### config.mk
export PLATFORM = sky130hd
export DESIGN_NAME = fmdr_back
export DESIGN_NICKNAME = d
export VERILOG_FILES = /design/src/hdl/fmdr_pkg.sv /design/src/hdl/fmdr_divider.sv /design/src/hdl/fmdr_back.sv
export SDC_FILE = /design/constraint.sdc
export NUM_CORES = 1
export LEC_CHECK = 0
export ABC_AREA = 1
export ABC_CLOCK_PERIOD_IN_PS = 16760
export BUFFER_PORTS_ARGS = -buffer_cell sky130_fd_sc_hd__buf_2
export CORE_UTILIZATION = 50
export DETAILED_ROUTE_END_ITERATION = 6
export PLACE_DENSITY_LB_ADDON = 0.3
export SLEW_MARGIN = 10
export SYNTH_ARGS = -nofsm -noshare
export SYNTH_HDL_FRONTEND = slang
export SYNTH_SLANG_ARGS = --single-unit
### constraint.sdc
create_clock -name i_clk -period 16.76 [get_ports i_clk]
set_input_delay 2.514 -clock i_clk [delete_from_list [all_inputs] [get_ports i_clk]]
set_output_delay 2.514 -clock i_clk [all_outputs]
set_load 0.03 [all_outputs]
### src/hdl/fmdr_pkg.sv
package fmdr_pkg;

    localparam int NUM_WIDTH_DEF = 16;
    localparam int IN_W   = 16;
    localparam int WORD_W = 32;
    localparam int ERR_W  = 2;
    localparam int Q_DEPTH = 2;

    localparam logic [ERR_W-1:0] ERR_OK      = 2'd0;
    localparam logic [ERR_W-1:0] ERR_ZERO_DEN = 2'd1;
    localparam logic [ERR_W-1:0] ERR_ZERO_DIV = 2'd2;

    // One classified job handed from the front end to the back end.
    typedef struct packed {
        logic [WORD_W-1:0] pn;
        logic [WORD_W-1:0] pd;
        logic [WORD_W-1:0] qn;
        logic [WORD_W-1:0] qd;
        logic              do_prod;
        logic              do_quot;
        logic [ERR_W-1:0]  err;
    } t_job;

endpackage

### src/hdl/fmdr_divider.sv
// Restoring unsigned divider, one quotient bit per cycle, on 32-bit words.
module fmdr_divider (
    input  logic                          i_clk,
    input  logic                          i_rst_n,
    input  logic                          i_start,
    input  logic [fmdr_pkg::WORD_W-1:0]   i_dividend,
    input  logic [fmdr_pkg::WORD_W-1:0]   i_divisor,
    output logic                          o_done,
    output logic [fmdr_pkg::WORD_W-1:0]   o_quot,
    output logic [fmdr_pkg::WORD_W-1:0]   o_rem
);
    localparam int W = fmdr_pkg::WORD_W;
    localparam int CW = $clog2(W + 1);

    logic [W-1:0]  r_q;
    logic [W-1:0]  r_rem;
    logic [W-1:0]  r_den;
    logic [CW-1:0] r_cnt;
    logic          r_busy;
    logic          r_done;
    logic [W:0]    n_trial;

    assign n_trial = {r_rem, r_q[W-1]} - {1'b0, r_den};

    always_ff @(posedge i_clk) begin
        if (!i_rst_n) begin
            r_busy <= 1'b0;
            r_done <= 1'b0;
            r_cnt  <= '0;
        end else begin
            r_done <= 1'b0;
            if (i_start) begin
                r_busy <= 1'b1;
                r_q    <= i_dividend;
                r_rem  <= '0;
                r_den  <= i_divisor;
                r_cnt  <= CW'(W);
            end else if (r_busy) begin
                if (n_trial[W]) begin
                    r_rem <= {r_rem[W-2:0], r_q[W-1]};
                    r_q   <= {r_q[W-2:0], 1'b0};
                end else begin
                    r_rem <= n_trial[W-1:0];
                    r_q   <= {r_q[W-2:0], 1'b1};
                end
                r_cnt <= r_cnt - 1'b1;
                if (r_cnt == CW'(1)) begin
                    r_busy <= 1'b0;
                    r_done <= 1'b1;
                end
            end
        end
    end

    assign o_done = r_done;
    assign o_quot = r_q;
    assign o_rem  = r_rem;
endmodule

### src/hdl/fmdr_back.sv
// Back end: reduces each requested pair by Euclid's gcd on a shared serial divider.
module fmdr_back (
    input  logic                          i_clk,
    input  logic                          i_rst_n,
    input  logic                          i_job_valid,
    input  fmdr_pkg::t_job                i_job,
    output logic                          o_pop,
    output logic                          o_valid,
    output logic [fmdr_pkg::WORD_W-1:0]   o_prod_num,
    output logic [fmdr_pkg::WORD_W-1:0]   o_prod_den,
    output logic [fmdr_pkg::WORD_W-1:0]   o_quot_num,
    output logic [fmdr_pkg::WORD_W-1:0]   o_quot_den,
    output logic [fmdr_pkg::ERR_W-1:0]    o_error_code
);
    localparam int W = fmdr_pkg::WORD_W;

    typedef enum logic [6:0] {
        S_IDLE  = 7'b0000001,
        S_LOAD  = 7'b0000010,
        S_GCD   = 7'b0000100,
        S_DIVA  = 7'b0001000,
        S_DIVB  = 7'b0010000,
        S_FIX   = 7'b0100000,
        S_OUT   = 7'b1000000
    } t_state;

    t_state r_state;
    fmdr_pkg::t_job r_job;
    logic          r_sel;      // 0 product pair, 1 quotient pair
    logic          r_wait;
    logic [W-1:0]  r_a, r_b, r_n, r_g;
    logic [W-1:0]  r_pn, r_pd, r_qn, r_qd;
    logic          r_valid;

    logic          div_start, div_done;
    logic [W-1:0]  div_x, div_y, div_q, div_r;
    logic [W-1:0]  r_x, r_y;

    function automatic logic [W-1:0] mag(input logic [W-1:0] v);
        return v[W-1] ? -v : v;
    endfunction

    assign div_x = mag(r_x);
    assign div_y = mag(r_y);

    fmdr_divider u_div (
        .i_clk      (i_clk),
        .i_rst_n    (i_rst_n),
        .i_start    (div_start),
        .i_dividend (div_x),
        .i_divisor  (div_y),
        .o_done     (div_done),
        .o_quot     (div_q),
        .o_rem      (div_r)
    );

    logic [W-1:0] srem, squo;
    assign srem = r_x[W-1] ? -div_r : div_r;
    assign squo = (r_x[W-1] ^ r_y[W-1]) ? -div_q : div_q;
    assign div_start = r_wait;
    assign o_pop = (r_state == S_IDLE) && i_job_valid;

    always_ff @(posedge i_clk) begin
        if (!i_rst_n) begin
            r_state <= S_IDLE;
            r_wait  <= 1'b0;
            r_valid <= 1'b0;
        end else begin
            r_wait  <= 1'b0;
            r_valid <= 1'b0;
            case (r_state)
                S_IDLE: begin
                    if (i_job_valid) begin
                        r_job <= i_job;
                        r_pn  <= '0; r_pd <= '0; r_qn <= '0; r_qd <= '0;
                        r_sel <= 1'b0;
                        r_state <= i_job.do_prod ? S_LOAD : S_OUT;
                    end
                end
                S_LOAD: begin
                    r_a <= r_sel ? r_job.qn : r_job.pn;
                    r_b <= r_sel ? r_job.qd : r_job.pd;
                    r_x <= r_sel ? r_job.qn : r_job.pn;
                    r_y <= r_sel ? r_job.qd : r_job.pd;
                    r_n <= r_sel ? r_job.qd : r_job.pd;
                    r_wait  <= 1'b1;
                    r_state <= S_GCD;
                end
                S_GCD: begin
                    if (div_done) begin
                        if (srem == '0) begin
                            r_g <= r_n;
                            if (r_a == '0) begin
                                r_state <= S_FIX;
                            end else begin
                                r_x <= r_a; r_y <= r_n;
                                r_wait <= 1'b1;
                                r_state <= S_DIVA;
                            end
                        end else begin
                            r_n <= srem;
                            r_x <= r_n; r_y <= srem;
                            r_wait <= 1'b1;
                        end
                    end
                end
                S_DIVA: begin
                    if (div_done) begin
                        r_a <= squo;
                        r_x <= r_b; r_y <= r_g;
                        r_wait <= 1'b1;
                        r_state <= S_DIVB;
                    end
                end
                S_DIVB: begin
                    if (div_done) begin
                        r_b <= squo;
                        r_state <= S_FIX;
                    end
                end
                S_FIX: begin
                    if (r_a != '0 && r_b[W-1]) begin
                        if (r_sel) begin r_qn <= -r_a; r_qd <= -r_b; end
                        else begin r_pn <= -r_a; r_pd <= -r_b; end
                    end else begin
                        if (r_sel) begin r_qn <= r_a; r_qd <= r_b; end
                        else begin r_pn <= r_a; r_pd <= r_b; end
                    end
                    if (!r_sel && r_job.do_quot) begin
                        r_sel <= 1'b1;
                        r_state <= S_LOAD;
                    end else begin
                        r_state <= S_OUT;
                    end
                end
                S_OUT: begin
                    r_valid <= 1'b1;
                    r_state <= S_IDLE;
                end
                default: r_state <= S_IDLE;
            endcase
        end
    end

    assign o_valid      = r_valid;
    assign o_prod_num   = r_pn;
    assign o_prod_den   = r_pd;
    assign o_quot_num   = r_qn;
    assign o_quot_den   = r_qd;
    assign o_error_code = r_job.err;

    a_pop_idle: assert property (@(posedge i_clk) disable iff (!i_rst_n)
        o_pop |=> r_state != S_IDLE) else $error("pop without start");
    a_valid_after_out: assert property (@(posedge i_clk) disable iff (!i_rst_n)
        r_state == S_OUT |=> o_valid) else $error("result strobe missing");
    a_div_nonzero: assert property (@(posedge i_clk) disable iff (!i_rst_n)
        div_start |-> r_y != '0) else $error("divide by zero");
endmodule

Yosys cells after proc, flatten, opt, wreduce, memory -nomap -nowiden
Cells that the tools add are included.
W data, S select, Z words.
{"block": "totals", "inputBits": 135, "out_inout_bits": 132, "reg_bits": 565}
{"block": "classes", "bitwise": 3, "muxes": 68, "eq_ne": 18, "reduce_logical": 27, "n_addsub": 8}
{"op": "$mux W32", "count": 33}
{"op": "$pmux W32 S2", "count": 7}
{"op": "$neg A32 Y32", "count": 6}
{"op": "$pmux W32 S3", "count": 2}
{"op": "$logic_not A32 Y1", "count": 2}
{"op": "$mux W7", "count": 7}
{"op": "$pmux W7 S6", "count": 1}
{"op": "$sub A33 B32 Y33", "count": 1}
{"op": "$reduce_bool A32 Y1", "count": 1}
{"op": "$mux W31", "count": 1}
{"op": "$reduce_and A4 Y1", "count": 5}
{"op": "$mux W6", "count": 3}
{"op": "$mux W1", "count": 12}
{"op": "$ne A2 B2 Y1 const B", "count": 6}
{"op": "$reduce_and A5 Y1", "count": 2}
{"op": "$reduce_bool A2 Y1", "count": 5}
{"op": "$reduce_and A3 Y1", "count": 3}
{"op": "$eq A7 B1 Y1 const B", "count": 1}
{"op": "$eq A7 B2 Y1 const B", "count": 1}
{"op": "$eq A7 B3 Y1 const B", "count": 1}
{"op": "$eq A7 B4 Y1 const B", "count": 1}
{"op": "$eq A7 B5 Y1 const B", "count": 1}
{"op": "$eq A7 B6 Y1 const B", "count": 1}
{"op": "$eq A7 B7 Y1 const B", "count": 1}
{"op": "other kinds (14)", "count": 20}

Logic depth before layout (Yosys ltp)
{"block": "logic_depth", "ltp_word": 6, "mapped_depth": 18}

Cells and area by module
Synthesis repeated with hierarchy kept, for this count alone.
{"block": "hier_totals", "cells_unflattened": 3412, "hier_area_um2": 29962.5}
{"module": "fmdr_back", "n_inst": 1, "cells_each": 2436, "seq_area_each_um2": 13753.2, "area_per_inst_um2": 22948.3}
{"module": "fmdr_divider", "n_inst": 1, "cells_each": 976, "seq_area_each_um2": 3042.9, "area_per_inst_um2": 7014.2}

Least setup slack after synthesis
No wires, ideal clock.
{"block": "synth_path", "path_type": "input -> register", "from": "in i_rst_n", "to": "reg r_job (netlist bit o_error_code[0]) (enable)", "n_path_buf": 1, "path_stages": 3, "arrival_time_ns": 12.003, "slack_ns": 3.976, "t_required_ns": 15.979, "cell_sequence": "clkbuf_1 > clkinv_1 > nor3_1"}
{"block": "synth_between", "elab_chain_cells": 1}
{"item": "from (decl)", "line": "fmdr_back.sv:4", "rtl": "input logic i_rst_n,"}
{"item": "$reduce_and A3 Y1 (no line)"}
{"item": "to (signal assigned)", "line": "fmdr_back.sv:74", "rtl": "r_job <= i_job;"}
{"item": "to (decl)", "line": "fmdr_back.sv:28", "rtl": "fmdr_pkg::t_job r_job;"}
Every way passes these cells.
A chain may end at the register's enable or synchronous reset.

Worst setup path in the final report
{"block": "layout_path", "from": "in i_job_valid", "to": "out o_pop"}
{"block": "layout_between", "elab_chain_cells": 1}
{"item": "from (decl)", "line": "fmdr_back.sv:5", "rtl": "input logic i_job_valid,"}
{"item": "$logic_and A1 B1 Y1", "line": "fmdr_back.sv:61", "rtl": "assign o_pop = (r_state == S_IDLE) && i_job_valid;"}
{"item": "to (decl)", "line": "fmdr_back.sv:7", "rtl": "output logic o_pop,"}
Every way passes these cells.

==> metrics.md <==
| Metric | Value |
|---|---|
| Post-DRT Antenna Nets | `0` |
| Slew margin rel. | `17.3%` |
| Total power | `4.44 mW` |
| Final Util | `57.3%` |
| Routed len/inst | `21.2 µm` |
| Synthesized cell area | `28500 µm²` |
| Die H | `241 µm` |
| RePlAce Congestion | `0.991` |
| Tcrit/Tclk final | `33.0%` |
| Ys async rst share | `0%` |
| P_leak | `13.0 nW` |
| Syn_nets | `3204` |
| GR Util All Layers | `29.6%` |
| Ys flop type | `edfxtp_1` |
| Req. time, crit path | `14.25 ns` |
| Max clock buf depth | `3` |
| Clock transition at the registers of the reported paths | `0.06 ns` |
| DR vias/cell | `5.65` |
| CP Launch Type | `primary input` |
| Crit path max-delay family | `buffers and inverters` |
| Slowest-stage cell, CP | `buf_2` |
| Root Buffer | `clkbuf_16` |
| Fin. Hold Viols | `0` |
| Worst ir drop on vdd | `0.118 mV` |
| # IOs | `267` |
| Hold Buf Count CTS | `0` |
| CTS resizes | `0` |
| Clock latency on the worst-skew pair | `0.63 ns` |
| Number of post-CTS setup repair buffers | `0` |
| Die ar. | `58000 µm²` |
| Core area | `56400 µm²` |
| Worst Path Buf+Inv | `3` |
| CP cell instances | `buf_2 > inv_1 > nor2_1 > buf_2` |
| DR pass1 iterations | `7` |
| Critical path peak fanout | `4` |
| Yosys warns | `0` |
| Vias in the first global route | `21300` |
| Total grt overflow | `0` |
| Fmax | `0.181 GHz` |
| Unrepaired setup endpoints after global routing | `false` |
| Hold Crit Class | `reg -> reg` |
| Outcome | `finished with violations` |
| Fillers | `4925` |
| # setup viols final | `0` |
| # nets final | `3449` |
| Min Tclk post-route | `5.53 ns` |
| Clock Sinks | `565` |
| Final Slew Violations | `0` |
| CTS buffer count | `56` |
| Critical Path Most Common Cell | `buf_2` |
| Starting Density | `50.6%` |
| Tightest Pin Transition | `1.24 ns` |
| PwrDens | `137 nW/µm²` |
| Yosys cell types | `51` |
| Clock skew | `0.0313 ns` |
| Largest net degree at the start of global routing | `68` |
| CTS tree | `built` |
| Post-DP HPWL | `64400 µm` |
| I/O Buffers | `266` |
| Die Wd | `241 µm` |
| EDFF count, synth | `548` |
| DR vias | `23000` |
| Syn_area_per_cell | `9.41 µm²` |
| Worst Path Class, Setup | `in -> out` |
| Arrival @ worst endpoint | `3.01 ns` |
| Multi-input gate area | `10300 µm²` |
| Sequential Area | `16800 µm²` |
| Routed Wire Length | `86200 µm` |
| Cells after synthesis | `3028` |
| Share of cells above drive strength 1 | `13.2%` |
| FP Rows | `87` |
| P&R area growth vs syn | `13.4%` |
| H-tree depth reported by CTS | `2` |
| Post-synthesis sequential area ratio | `58.9%` |
| Fin Setup TNS | `0 ns` |
| Max-cap violations | `0` |
| Slowest stage delay, CP | `0.22 ns` |
| # DRC | `8` |
| First-pass GRT wire length | `127000 µm` |
| Initial antenna violation count | `1` |
| Seq cells post-synth | `565` |
| Initial DRC Count | `3015` |
| Failing checks | `design-rule violations` |
| Endpoint type of the worst setup path | `primary output` |
power breakdown:
| group | switching [mW] | internal, mW | total, mW |
|---|---|---|---|
| logic | 0.913 | 0.312 | 1.22 |
| registers | 0.0977 | 1.89 | 1.99 |
| clock network | 0.543 | 0.685 | 1.23 |
state kept, by name (all words and copies together), names as in the netlist, 2 cells and up:
signal        flops
r_x              32
r_job           129
r_g              32
r_state           7
r_n              32
o_prod_num       32
u_div.o_quot     32
u_div.o_rem      32
r_y              32
o_quot_den       32
r_a              32
u_div.r_den      32
o_prod_den       32
o_error_code      2
r_b              32
o_quot_num       32
u_div.r_cnt       6
kinds of logic (layout without fill, tap and decap cells):
logic type	count (synthesis)	count (layout)	share of synthesized area, %
AO/OA/AOI/OAI	414	414	7.78
XOR/XNOR	118	118	3.63
adder cells (fa/ha/maj)	41	41	1.83
buffers and inverters	356	644	5.01
flip-flops	565	565	58.9
other	0	1	0
AND/OR/NAND/NOR	1534	1534	22.8
placed cells by master, fill, tap and decap left out, types with 25 or more instances in the layout:
| master | instances |
|---|---|
| buf_4 | 25 |
| ha_1 | 40 |
| clkbuf_16 | 57 |
| o21ai_0 | 211 |
| xor2_1 | 78 |
| edfxtp_1 | 548 |
| nand2_1 | 952 |
| nand4_1 | 82 |
| a21oi_1 | 130 |
| buf_2 | 266 |
| nand3_1 | 103 |
| xnor2_1 | 40 |
| nor2_1 | 244 |
| inv_1 | 243 |
| nor3_1 | 69 |
synthesized netlist by cell type (2+ instances only):
cell	n	area [µm²]
o21ai_0	211	1060
a211oi_1	3	22.5
nand2_4	2	22.5
a31oi_1	24	150
nand2_1	954	3580
o211ai_1	2	15.0
nor2_1	246	923
o21bai_1	3	22.5
o21ai_1	8	40.0
a21oi_1	131	656
xor2_1	78	683
and3_1	2	12.5
o41ai_1	3	26.3
clkinv_1	2	7.51
nor4_1	16	100
inv_2	5	18.8
edfxtp_1	548	16500
nor3_1	74	370
inv_1	245	920
a21boi_0	2	15.0
o31ai_1	12	90.1
nand3_1	103	515
or2_2	14	87.6
nor2_2	9	56.3
clkbuf_1	75	282
nand3_4	5	87.6
nand2_2	4	25.0
dfxtp_1	17	340
nand3b_1	11	82.6
nor3b_1	2	15.0
nand4_1	82	513
buf_4	5	37.5
a21o_1	5	37.5
nor3_2	2	20.0
xnor2_1	40	350
nor3b_2	2	25.0
o21a_1	4	30.0
nor2_4	4	45.0
buf_6	8	90.1
ha_1	40	500
buf_1	6	22.5
buf_2	10	50.1
metrics by stage:
| step | hold WS [ns] | cell area (µm²) | worst slack [ns] | cells |
|---|---|---|---|---|
| finish | 0.465 | 32300 | 11.23 | 4073 |
| global route | 0.467 | 32300 | 11.18 | 4073 |
| CTS | 0.456 | 32300 | 11.23 | 4072 |
| detailed placement | 0.447 | 30500 | 11.23 | 3971 |
| global placement | 0.442 | 30500 | 11.21 | 3971 |
| floorplan | 0.419 | 28500 | 3.98 | 3028 |
per-layer routing:
layer	routed length [µm]	share of wire [%]	global-route usage, %
met1	35100	41	42.6
met5	0	0	0
met3	8900	10	4.84
met2	37900	44	43.7
met4	4310	5.0	14.0
cell type report:
class	count	share of cell area, %
Multi-Input combinational cell	2107	32.0
Clock buffer	66	4.52
Clock inverter	35	0.960
Timing Repair Buffer	291	4.70
Antenna cell	1	0.00774
Inverter	252	2.93
Sequential cell	565	52.0
Tap cell	756	2.93
path summary, 6_finish.rpt:
| path | from | end | slack (ns) | depth (start not counted) |
|---|---|---|---|---|
| worst max-delay path | i_job_valid | o_pop | 11.23 | 4 |
| worst min-delay path | r_state[4] | o_valid | 0.46 | 1 |
| worst max register to register | r_x[31] | r_a[30] | 12.42 | 11 |
| worst min register to register | r_state[4] | o_valid | 0.46 | 1 |
Power figures use the tool's default switching activity.
